### config.mk
export PLATFORM = sky130hd
export DESIGN_NAME = sorted_key_table_top
export DESIGN_NICKNAME = d
export VERILOG_FILES = /design/src/rtl/skt_pkg.sv /design/src/rtl/skt_mem.sv /design/src/rtl/skt_cmp.sv /design/src/rtl/skt_ctrl.sv /design/src/rtl/sorted_key_table_top.sv
export SDC_FILE = /design/constraint.sdc
export NUM_CORES = 2
export LEC_CHECK = 0
export BUFFER_PORTS_ARGS = -buffer_cell sky130_fd_sc_hd__buf_2
export CORE_MARGIN = 2
export CORE_UTILIZATION = 35
export DETAILED_ROUTE_END_ITERATION = 6
export GPL_TIMING_DRIVEN = 0
export MAX_ROUTING_LAYER = met4
export PLACE_DENSITY = 0.56
export SLEW_MARGIN = 20
export SYNTH_ARGS = -nofsm -noshare
export SYNTH_HDL_FRONTEND = slang
export SYNTH_HIERARCHICAL = 1
export SYNTH_SLANG_ARGS = --single-unit
### constraint.sdc
create_clock -name clk -period 5.3 [get_ports clk]
set_input_delay 0.265 -clock clk [delete_from_list [all_inputs] [get_ports clk]]
set_output_delay 0.265 -clock clk [all_outputs]
set_load 0.02 [all_outputs]
### src/rtl/skt_pkg.sv
// Shared constants and codes for the sorted key table.
`default_nettype none
package skt_pkg;
	localparam int KEY_W      = 32;
	localparam int REF_W      = 16;
	localparam int CNT_OUT_W  = 7;
	localparam int OP_W       = 2;
	localparam int STATUS_W   = 2;
	localparam int DEPTH_DEF    = 64;
	localparam int REF_BITS_DEF = 16;

	localparam logic [OP_W-1:0] OP_INSERT = 2'd0;
	localparam logic [OP_W-1:0] OP_REMOVE = 2'd1;
	localparam logic [OP_W-1:0] OP_LOOKUP = 2'd2;

	localparam logic [STATUS_W-1:0] ST_DONE      = 2'd0;
	localparam logic [STATUS_W-1:0] ST_NOT_FOUND = 2'd1;
	localparam logic [STATUS_W-1:0] ST_FULL      = 2'd2;

	typedef struct packed {
		logic lt;
		logic eq;
	} cmp_res_t;
endpackage
`default_nettype wire

### src/rtl/skt_mem.sv
// Entry storage: one write port and one registered read port.
`default_nettype none
module skt_mem #(
	parameter int DEPTH    = skt_pkg::DEPTH_DEF,
	parameter int REF_BITS = skt_pkg::REF_BITS_DEF,
	parameter int ADDR_W   = $clog2(DEPTH)
) (
	input  wire                             clk,
	input  wire                             we,
	input  wire        [ADDR_W-1:0]         waddr,
	input  wire signed [skt_pkg::KEY_W-1:0] wkey,
	input  wire        [REF_BITS-1:0]       wref,
	input  wire        [ADDR_W-1:0]         raddr,
	output logic signed [skt_pkg::KEY_W-1:0] rkey,
	output logic        [REF_BITS-1:0]       rref
);
	logic signed [skt_pkg::KEY_W-1:0] keys_q [DEPTH];
	logic        [REF_BITS-1:0]       refs_q [DEPTH];

	always_ff @(posedge clk) begin
		if (we) begin
			keys_q[waddr] <= wkey;
			refs_q[waddr] <= wref;
		end
		rkey <= keys_q[raddr];
		rref <= refs_q[raddr];
	end
endmodule
`default_nettype wire

### src/rtl/skt_cmp.sv
// Shared signed key comparator.
`default_nettype none
module skt_cmp (
	input  wire signed [skt_pkg::KEY_W-1:0] a,
	input  wire signed [skt_pkg::KEY_W-1:0] b,
	output skt_pkg::cmp_res_t               res
);
	assign res.lt = (a < b);
	assign res.eq = (a == b);
endmodule
`default_nettype wire

### src/rtl/skt_ctrl.sv
// Sequencer: scan, shift and result register around the shared comparator.
`default_nettype none
module skt_ctrl #(
	parameter int DEPTH    = skt_pkg::DEPTH_DEF,
	parameter int REF_BITS = skt_pkg::REF_BITS_DEF,
	parameter int ADDR_W   = $clog2(DEPTH),
	parameter int CNT_W    = $clog2(DEPTH + 1)
) (
	input  wire                                clk,
	input  wire                                arst_n,
	input  wire                                in_valid,
	output logic                               in_ready,
	input  wire        [skt_pkg::OP_W-1:0]     in_op,
	input  wire signed [skt_pkg::KEY_W-1:0]    in_key,
	input  wire        [skt_pkg::REF_W-1:0]    in_ref,
	output logic                               out_valid,
	input  wire                                out_ready,
	output logic       [skt_pkg::STATUS_W-1:0] out_status,
	output logic signed [skt_pkg::KEY_W-1:0]   out_key,
	output logic       [skt_pkg::REF_W-1:0]    out_ref,
	output logic       [skt_pkg::CNT_OUT_W-1:0] out_count,
	output logic                               mem_we,
	output logic       [ADDR_W-1:0]            mem_waddr,
	output logic signed [skt_pkg::KEY_W-1:0]   mem_wkey,
	output logic       [REF_BITS-1:0]          mem_wref,
	output logic       [ADDR_W-1:0]            mem_raddr,
	input  wire signed [skt_pkg::KEY_W-1:0]    mem_rkey,
	input  wire        [REF_BITS-1:0]          mem_rref
);
	localparam logic [2:0] S_IDLE = 3'd0;
	localparam logic [2:0] S_SRD  = 3'd1;
	localparam logic [2:0] S_SCMP = 3'd2;
	localparam logic [2:0] S_SHRD = 3'd3;
	localparam logic [2:0] S_SHWR = 3'd4;
	localparam logic [2:0] S_PUT  = 3'd5;
	localparam logic [2:0] S_DONE = 3'd6;

	logic [2:0]                       state_q;
	logic [skt_pkg::OP_W-1:0]         op_q;
	logic signed [skt_pkg::KEY_W-1:0] key_q;
	logic [REF_BITS-1:0]              ref_q;
	logic [CNT_W-1:0]                 count_q;
	logic [CNT_W-1:0]                 idx_q;
	logic [CNT_W-1:0]                 sh_q;
	logic [skt_pkg::STATUS_W-1:0]     st_q;
	logic signed [skt_pkg::KEY_W-1:0] kout_q;
	logic [REF_BITS-1:0]              rout_q;
	logic                             ovalid_q;
	logic [skt_pkg::STATUS_W-1:0]     ostatus_q;
	logic signed [skt_pkg::KEY_W-1:0] okey_q;
	logic [skt_pkg::REF_W-1:0]        oref_q;
	logic [skt_pkg::CNT_OUT_W-1:0]    ocount_q;

	logic [CNT_W-1:0]  sh_dec;
	logic [CNT_W-1:0]  sh_inc;
	logic              sh_last;
	logic              accept;
	skt_pkg::cmp_res_t cmp;

	skt_cmp u_cmp (
		.a   (mem_rkey),
		.b   (key_q),
		.res (cmp)
	);

	assign sh_dec  = sh_q - 1'b1;
	assign sh_inc  = sh_q + 1'b1;
	assign sh_last = ({1'b0, sh_q} + 1'b1) >= {1'b0, count_q};
	assign accept  = in_valid && in_ready;

	assign in_ready   = (state_q == S_IDLE);
	assign out_valid  = ovalid_q;
	assign out_status = ostatus_q;
	assign out_key    = okey_q;
	assign out_ref    = oref_q;
	assign out_count  = ocount_q;

	always_comb begin
		mem_raddr = idx_q[ADDR_W-1:0];
		if (state_q == S_SHRD) begin
			mem_raddr = (op_q == skt_pkg::OP_INSERT) ? sh_dec[ADDR_W-1:0]
			                                         : sh_inc[ADDR_W-1:0];
		end
		mem_we    = (state_q == S_SHWR) || (state_q == S_PUT);
		mem_waddr = sh_q[ADDR_W-1:0];
		mem_wkey  = (state_q == S_PUT) ? key_q : mem_rkey;
		mem_wref  = (state_q == S_PUT) ? ref_q : mem_rref;
	end

	always_ff @(posedge clk or negedge arst_n) begin
		if (!arst_n) begin
			state_q  <= S_IDLE;
			count_q  <= '0;
			ovalid_q <= 1'b0;
		end else begin
			if (ovalid_q && out_ready && state_q != S_DONE) begin
				ovalid_q <= 1'b0;
			end
			unique case (state_q)
				S_IDLE: begin
					if (accept) begin
						if (in_op == skt_pkg::OP_INSERT) begin
							state_q <= (count_q == CNT_W'(DEPTH)) ? S_DONE : S_SRD;
						end else if (in_op == skt_pkg::OP_REMOVE ||
						             in_op == skt_pkg::OP_LOOKUP) begin
							state_q <= S_SRD;
						end else begin
							state_q <= S_DONE;
						end
					end
				end
				S_SRD: begin
					if (idx_q == count_q) begin
						state_q <= (op_q == skt_pkg::OP_INSERT) ? S_SHRD : S_DONE;
					end else begin
						state_q <= S_SCMP;
					end
				end
				S_SCMP: begin
					if (op_q == skt_pkg::OP_INSERT) begin
						state_q <= cmp.lt ? S_SRD : S_SHRD;
					end else if (cmp.eq) begin
						state_q <= (op_q == skt_pkg::OP_REMOVE) ? S_SHRD : S_DONE;
					end else begin
						state_q <= S_SRD;
					end
				end
				S_SHRD: begin
					if (op_q == skt_pkg::OP_INSERT) begin
						state_q <= (sh_q == idx_q) ? S_PUT : S_SHWR;
					end else if (sh_last) begin
						count_q <= count_q - 1'b1;
						state_q <= S_DONE;
					end else begin
						state_q <= S_SHWR;
					end
				end
				S_SHWR: begin
					state_q <= S_SHRD;
				end
				S_PUT: begin
					count_q <= count_q + 1'b1;
					state_q <= S_DONE;
				end
				S_DONE: begin
					if (!ovalid_q || out_ready) begin
						ovalid_q <= 1'b1;
						state_q  <= S_IDLE;
					end
				end
				default: begin
					state_q <= S_IDLE;
				end
			endcase
		end
	end

	always_ff @(posedge clk) begin
		case (state_q)
			S_IDLE: begin
				op_q   <= in_op;
				key_q  <= in_key;
				ref_q  <= REF_BITS'(in_ref);
				idx_q  <= '0;
				st_q   <= (in_op == skt_pkg::OP_INSERT) ? skt_pkg::ST_FULL
				                                        : skt_pkg::ST_NOT_FOUND;
				kout_q <= '0;
				rout_q <= '0;
			end
			S_SRD: begin
				sh_q <= count_q;
			end
			S_SCMP: begin
				if (op_q == skt_pkg::OP_INSERT) begin
					if (cmp.lt) begin
						idx_q <= idx_q + 1'b1;
					end else begin
						sh_q <= count_q;
					end
				end else if (cmp.eq) begin
					sh_q   <= idx_q;
					st_q   <= skt_pkg::ST_DONE;
					kout_q <= mem_rkey;
					rout_q <= mem_rref;
				end else begin
					idx_q <= idx_q + 1'b1;
				end
			end
			S_SHWR: begin
				sh_q <= (op_q == skt_pkg::OP_INSERT) ? sh_dec : sh_inc;
			end
			S_PUT: begin
				st_q   <= skt_pkg::ST_DONE;
				kout_q <= key_q;
			end
			S_DONE: begin
				if (!ovalid_q || out_ready) begin
					ostatus_q <= st_q;
					okey_q    <= kout_q;
					oref_q    <= skt_pkg::REF_W'(rout_q);
					ocount_q  <= skt_pkg::CNT_OUT_W'(count_q);
				end
			end
			default: begin
			end
		endcase
	end
endmodule
`default_nettype wire

### src/rtl/sorted_key_table_top.sv
// Top level of the sorted key table: stream ports, storage and sequencer.
//
// channel | dir | tdata (low bit up)              | tuser
// s_axis  | in  | key[31:0], record_ref[47:32]     | opcode[1:0]
// m_axis  | out | key_out[31:0], ref_out[47:32],   | status[1:0]
//         |     | entry_count[54:48]               |
//
// One word at a time. An insert scans the entries in order up to the first
// one not below its key, a remove or lookup up to its match, each entry read
// and then compared; insert and remove then shift the entries behind that
// position one at a time, each read and then written. A miss scans all
// entries; a full insert or unused opcode goes straight to the result. Reset
// empties the table at once, no clearing pass. A stalled result holds the
// sequencer in its last step while the next word waits on s_axis_tready.
`default_nettype none
module sorted_key_table_top #(
	parameter int DEPTH    = skt_pkg::DEPTH_DEF,
	parameter int REF_BITS = skt_pkg::REF_BITS_DEF
) (
	input  wire         clk,
	input  wire         arst_n,
	input  wire         s_axis_tvalid,
	output logic        s_axis_tready,
	input  wire  [47:0] s_axis_tdata,   // key[31:0], record_ref[47:32]
	input  wire  [1:0]  s_axis_tuser,   // opcode[1:0]
	output logic        m_axis_tvalid,
	input  wire         m_axis_tready,
	output logic [55:0] m_axis_tdata,   // key_out[31:0], ref_out[47:32], entry_count[54:48]
	output logic [1:0]  m_axis_tuser    // status[1:0]
);
	localparam int ADDR_W = $clog2(DEPTH);
	localparam int CNT_W  = $clog2(DEPTH + 1);

	logic [skt_pkg::STATUS_W-1:0]     status;
	logic signed [skt_pkg::KEY_W-1:0] key_out;
	logic [skt_pkg::REF_W-1:0]        ref_out;
	logic [skt_pkg::CNT_OUT_W-1:0]    entry_count;

	logic                             mem_we;
	logic [ADDR_W-1:0]                mem_waddr;
	logic signed [skt_pkg::KEY_W-1:0] mem_wkey;
	logic [REF_BITS-1:0]              mem_wref;
	logic [ADDR_W-1:0]                mem_raddr;
	logic signed [skt_pkg::KEY_W-1:0] mem_rkey;
	logic [REF_BITS-1:0]              mem_rref;

	skt_mem #(
		.DEPTH    (DEPTH),
		.REF_BITS (REF_BITS),
		.ADDR_W   (ADDR_W)
	) u_mem (
		.clk   (clk),
		.we    (mem_we),
		.waddr (mem_waddr),
		.wkey  (mem_wkey),
		.wref  (mem_wref),
		.raddr (mem_raddr),
		.rkey  (mem_rkey),
		.rref  (mem_rref)
	);

	skt_ctrl #(
		.DEPTH    (DEPTH),
		.REF_BITS (REF_BITS),
		.ADDR_W   (ADDR_W),
		.CNT_W    (CNT_W)
	) u_ctrl (
		.clk        (clk),
		.arst_n     (arst_n),
		.in_valid   (s_axis_tvalid),
		.in_ready   (s_axis_tready),
		.in_op      (s_axis_tuser),
		.in_key     (s_axis_tdata[31:0]),
		.in_ref     (s_axis_tdata[47:32]),
		.out_valid  (m_axis_tvalid),
		.out_ready  (m_axis_tready),
		.out_status (status),
		.out_key    (key_out),
		.out_ref    (ref_out),
		.out_count  (entry_count),
		.mem_we     (mem_we),
		.mem_waddr  (mem_waddr),
		.mem_wkey   (mem_wkey),
		.mem_wref   (mem_wref),
		.mem_raddr  (mem_raddr),
		.mem_rkey   (mem_rkey),
		.mem_rref   (mem_rref)
	);

	assign m_axis_tdata = {1'b0, entry_count, ref_out, key_out};
	assign m_axis_tuser = status;

	a_busy_after_accept: assert property (@(posedge clk) disable iff (!arst_n)
		s_axis_tvalid && s_axis_tready |=> !s_axis_tready)
		else $error("input accepted while a word is in work");

	a_full_count: assert property (@(posedge clk) disable iff (!arst_n)
		m_axis_tvalid && status == skt_pkg::ST_FULL
		|-> entry_count == skt_pkg::CNT_OUT_W'(DEPTH))
		else $error("full reported below capacity");

	a_miss_zero: assert property (@(posedge clk) disable iff (!arst_n)
		m_axis_tvalid && status != skt_pkg::ST_DONE
		|-> key_out == '0 && ref_out == '0)
		else $error("failed operation returned nonzero payload");

	a_status_legal: assert property (@(posedge clk) disable iff (!arst_n)
		m_axis_tvalid |-> status == skt_pkg::ST_DONE ||
		status == skt_pkg::ST_NOT_FOUND || status == skt_pkg::ST_FULL)
		else $error("undefined status code");
endmodule
`default_nettype wire

* Yosys cells after proc, flatten, opt, wreduce, memory -nomap -nowiden *
Memories as Yosys holds them, arrays and structs flattened. A register that Yosys moved wholly into a read port is not among the register bits.
Index checks and enable logic that the tools add are counted.

operators by class
  $add $sub $neg = 6
  $lt $le $gt $ge = 2
  equal/unequal tests = 24
  multiplexer cells = 46
  reductions and logical operators = 21

operator list
  cell                 number
  $mux 32              3
  $pmux 32 s3          1
  $mux 7               9
  $mux 16              3
  $mux 3               11
  $eq 32x32->1         1
  $lt 32x32->1         1
  $pmux 16 s2          1
  $pmux 7 s2           2
  $add 7x1->7 const B  3
  $pmux 3 s7           1
  $pmux 7 s3           1
  $reduce_and 3->1     5
  $eq 7x7->1           2
  $sub 7x1->7 const B  2
  $mux 6               2
  $mux 2               5
  $eq 3x3->1 const B   3
  $ne 3x3->1 const B   3
  $add 7x1->8 const B  1
  $ge 8x7->1           1
  $eq 7x7->1 const B   1
  $eq 3x2->1 const B   2
  $mux 1               6
  16 further kinds     29

word-level totals
  register bits after elaboration = 182
  memory bits (writable) = 3072
  input port bits = 54
  output and inout bits = 60
  memories = 2

memories
  name          words  width  rd ports  clocked after Yosys merged registers in  wr ports  RTL line       source
  u_mem.keys_q  64     32     1         1                                        1         skt_mem.sv:17  logic signed [skt_pkg::KEY_W-1:0] keys_q [DEPTH];
  u_mem.refs_q  64     16     1         1                                        1         skt_mem.sv:18  logic [REF_BITS-1:0] refs_q [DEPTH];

* Depth between registers and ports, before layout *
  depth in word-level cells = 6
  depth in mapped cells = 14

* Modules after synthesis *
The synthesis kept the hierarchy.

by module, submodules not included
  module                times used  cells an instance  area each (µm²)  sequential area each (µm²)
  skt_mem               1           5104               117632.8         93209.4
  skt_ctrl              1           660                8006.4           5410.2
  skt_cmp               1           113                820.8            0.0
  sorted_key_table_top  1           2                  11.3             0.0

* Worst setup path before layout *
Ideal clock, no wire load.

  path kind = reg2reg
  start point = register u_ctrl/key_q[31] in the netlist's numbering
  end point = register u_ctrl/kout_q[0] in the netlist's numbering, enable pin
  arrival time = 3.671 ns
  required time = 4.907 ns
  path slack = 1.237 ns
  stages on the path, launching flop included = 10
  cell sequence = edfxtp_1 -> inv_1 -> ha_1 -> nand4_2 -> nor4_1 -> nand2_1 -> nor2_1 -> o21ai_0 -> a21boi_0 -> or2_1

RTL lines
  element                   RTL line         source
  start: declaration        skt_ctrl.sv:40   logic signed [skt_pkg::KEY_W-1:0] key_q;
  start signal: assignment  skt_ctrl.sv:162  key_q <= in_key;
  end signal: assignment    skt_ctrl.sv:183  kout_q <= mem_rkey;
  end signal: assignment    skt_ctrl.sv:194  kout_q <= key_q;
  end: declaration          skt_ctrl.sv:46   logic signed [skt_pkg::KEY_W-1:0] kout_q;

* Worst setup path after layout *
  start point = register u_ctrl.sh_q[0]
  end point = register u_mem.rref[1], read port of u_mem.refs_q

on the way
  cells in the longest elaborated chain, start to end = 3
  elaborated cells on any way between the ends = 4
  classes of those cells = add/sub: 2; mux: 2

ends and longest elaborated chain
  element                                            RTL line                        source
  start: declaration                                 skt_ctrl.sv:44                  logic [CNT_W-1:0] sh_q;
  start signal: assignment                           skt_ctrl.sv:171                 sh_q <= count_q;
  start signal: assignment                           skt_ctrl.sv:178                 sh_q <= count_q;
  start signal: assignment                           skt_ctrl.sv:181                 sh_q <= idx_q;
  $add 7x1->7 / $sub 7x1->7 (equally long branches)  skt_ctrl.sv:67, skt_ctrl.sv:66
  $mux 6 *                                           skt_ctrl.sv:81                  mem_raddr = (op_q == skt_pkg::OP_INSERT) ? sh_dec[ADDR_W-1:0]
  $mux 6 *                                           skt_ctrl.sv:80                  if (state_q == S_SHRD) begin
  net mem_raddr[1]                                   sorted_key_table_top.sv:43      logic [ADDR_W-1:0] mem_raddr;
  end: declaration                                   skt_mem.sv:15                   output logic [REF_BITS-1:0] rref

The timed path passes the listed nets; every way through them passes the cells marked *.
A chain may end at the register's enable or synchronous reset.

==> results_dict.tcl <==
set metrics [dict create \
    antenna_left 0 \
    drive_above_1_share_pct 29.10 \
    hold_end "u_ctrl/key_q[26]" \
    clk_latency_ns 0.92 \
    holdPathStages 2 \
    p_leak_nw 47.64 \
    ys_seq_area_share_pct 77.98 \
    antenna_found_initial 25 \
    multi_input_area_um2 26800 \
    syn_area_per_cell_um2 21.51 \
    final.period_utilization_pct 101.5 \
    place_area_um2 139300 \
    grt_pass1_wl_um 525300 \
    timing.rr.start "u_ctrl/sh_q[0]" \
    p_comb_share_pct 38.9 \
    viasPerCell 5.670 \
    dp_slack_ns -0.8525 \
    syn_to_final_growth_pct 19.40 \
    syn_inst 5879 \
    placedCellCount 11000 \
    synth-edff-count 3243 \
    clock.fmax_mhz 185.9 \
    skew_ns 0.07272 \
    synthFlopType "edfxtp_1" \
    tritoncts "yes" \
    hold_path_class "in -> reg" \
    finalSetupTns_ns -0.3092 \
    ff_latch_area_um2 98620 \
    n_fill_cell 31110 \
    cts_root_buf "clkbuf_16" \
    r2r_setup_slack_ns -0.08 \
    critical_path_arrival_ns 6.22 \
    final_cells 11690 \
    final_max_slew_viol_count 0 \
    worst_slew_pin_slew_ns 1.277 \
    drt-initial-drc-count 9373 \
    pin_count 114 \
    grtUsageTotal_pct 21.29 \
    clock_path_buffers 4 \
    min_from "s_axis_tdata[26]" \
    met2_length_um 181300 \
    final_nets 6732 \
    ir_drop_mv 0.4345 \
    core-area_um2 359500 \
    gp_congestion 0.9055 \
    ys_types 78 \
    final_hold_viol_count 0 \
    rsz0062_at_grt "no" \
    r2r-end "u_mem/rref[1]" \
    die_w_um 605.1 \
    layout_min_cycle_time_ns 5.379 \
    drcViolationCount 0 \
    start_util_pct 35.18 \
    cts.sinks 3302 \
    outcome "complete, but fails checks" \
    finish.utilization_pct 42.01 \
    finalInstanceArea_um2 151000 \
    syn_nets 5982 \
    cp-start-kind "register" \
    violations "setup timing" \
    switching_share_pct 37.20 \
    finalPower_mw 96.38 \
    final.setup.worst_slack_ns -0.07872 \
    clkTransAtPathRegs_ns 0.06 \
    wl_met1_um 154200 \
    first_pass_iters 7 \
    dieArea_um2 366200 \
    fin_hold_ws_ns 0.07039 \
    rows 220 \
    port_buffers 112 \
    vias 66270 \
    routed_wl_um 384500 \
    met3_length_um 34190 \
    rr_worst_depth 12 \
    cts_buffers 345 \
    worstSetupEndpointType "register" \
    grt_max_degree 65 \
    htree_levels 5 \
    top_layer "met4" \
    relSlewSlack_pct 13.98 \
    internal_power_mw 60.52 \
    switchingPower_mw 35.86 \
    yosys_register_bits 3302 \
    max_cap_viol_count 0 \
    cp.required_ns 6.14 \
    pwr-share-clk_pct 24.7 \
    grt_overflow 0 \
    dp_hpwl_um 261500 \
    dieHeight_um 605.1 \
    synthArstFlopShare_pct 0.3331 \
    p_per_area_nw_per_um2 638.3 \
    p_seq_share_pct 36.4 \
    grt_pass1_vias 64620 \
    criticalPathCategory "reg -> reg" \
    wl_per_cell_um 32.89 \
    crit_path_max_fanout 10 \
    setup_viol 9 \
    synth_area_um2 126500 \
    yosysWarningCount 6 \
]
## placed cells by master, fill, tap and decap left out, types with 66 or more instances in the layout
cell	count
buf_2	217
nor2_4	66
buf_4	96
clkbuf_1	165
buf_12	112
mux4_2	695
edfxtp_1	3243
mux2_2	75
o221ai_1	67
clkinv_1	67
mux2i_1	133
nor2_1	78
nand2_1	221
clkbuf_16	348
buf_16	106
o22ai_1	201
## how the worst max path moves through the flow
stage	from	end	slack [ns]	cells past startpoint
finish	u_ctrl/sh_q[0]	u_mem/rref[1]	-0.08	12
detailed placement	u_ctrl/sh_q[2]	u_mem/rref[10]	-0.85	13
floorplan	u_ctrl/key_q[31]	u_ctrl/kout_q[0]	1.24	9
global route	u_ctrl/sh_q[2]	u_mem/rkey[24]	0.02	13
CTS	u_ctrl/op_q[1]	u_mem/rref[10]	-0.11	12
global placement	u_ctrl/state_q[1]	u_mem/keys_q[29][21]	-2.83	4
## power groups by stage
| stage | logic [mW] | registers, mW | clock network [mW] |
|---|---|---|---|
| 2_1_floorplan | 19.7 | 35.5 | 0 |
| 3_3_place_gp | 34.9 | 36.4 | 0 |
| 3_5_place_dp | 37.5 | 35.6 | 0 |
| 4_1_cts | 37.6 | 35.1 | 24.2 |
| 5_1_grt | 38.7 | 35.1 | 25.1 |
| 6_report | 37.5 | 35.1 | 23.8 |
## layer usage
layer,track usage (%),vias to the layer above
met1,28.94,36090
li1,-,26200
met5,-,-
met3,3.319,577
met2,32.73,3413
met4,7.342,0
## cell type report
class | instances | share of cell area (%)
antenna | 16 | 0.02651
tap | 4773 | 3.955
sequential | 3302 | 65.31
buffer | 332 | 1.279
clock inverter | 188 | 1.268
inverter | 46 | 0.1160
multi-input combinational | 2196 | 17.74
clock buffer | 430 | 6.044
timing repair buffer | 406 | 4.260
## kinds of logic after synthesis
logic type / share of synthesized area, %
buf+inv: 1.646
xor+xnor: 0.2424
mux: 14.12
compound gates: 3.155
other cells: 0.002965
flops: 77.98
fa+ha+maj: 0.4907
simple gates: 2.367
## timing repair
item / 4_1_cts / 5_1_grt
endpoints found under the hold margin: 67 / 0
hold buffers: 54 / 0
gates resized for setup: 10 / 18
buffers inserted: 0 / 0
endpoints found under the setup margin: 31 / 20
## cell usage after synthesis, types with 12 or more instances
master	instances	share of area [%]
edfxtp_1	3243	77
mux4_2	695	12
nand2_1	269	0.80
o22ai_1	201	0.99
nor2_1	144	0.43
mux2i_1	133	1.1
clkbuf_1	110	0.33
buf_2	105	0.42
buf_4	75	0.45
mux2_2	75	0.67
o221ai_1	67	0.46
o21ai_0	61	0.24
dfxtp_1	48	0.76
ha_1	48	0.47
inv_1	44	0.13
a211oi_1	41	0.24
a21oi_1	40	0.16
o22a_1	38	0.26
and2_1	37	0.18
nand3_1	37	0.15
nor4_1	34	0.17
a22oi_1	32	0.19
nand4_1	26	0.13
buf_6	25	0.22
xnor2_1	23	0.16
nor3_1	21	0.083
nor2b_1	16	0.079
nand2b_1	15	0.074
buf_1	13	0.039
xor2_1	12	0.083
## state kept, by name (all words and copies together) (netlist names), 32 cells and up
register and cells:
u_mem/rkey 32, u_ctrl/kout_q 32, u_ctrl/key_q 32, u_mem/refs_q 1024, u_mem/keys_q 2048, u_ctrl/out_key 32
## worst max-delay path: stages (launching register included)
cell      delay, ns
edfxtp_1       0.59
inv_1          0.08
ha_1           0.34
xnor2_1        0.32
o21ai_0        0.15
clkbuf_2       0.40
buf_4          0.43
inv_2          0.10
buf_2          0.48
clkbuf_1       0.90
a211oi_1       0.33
nor4_1         0.95
o22a_1         0.22
Note: power is estimated with default switching activity, not from simulation.
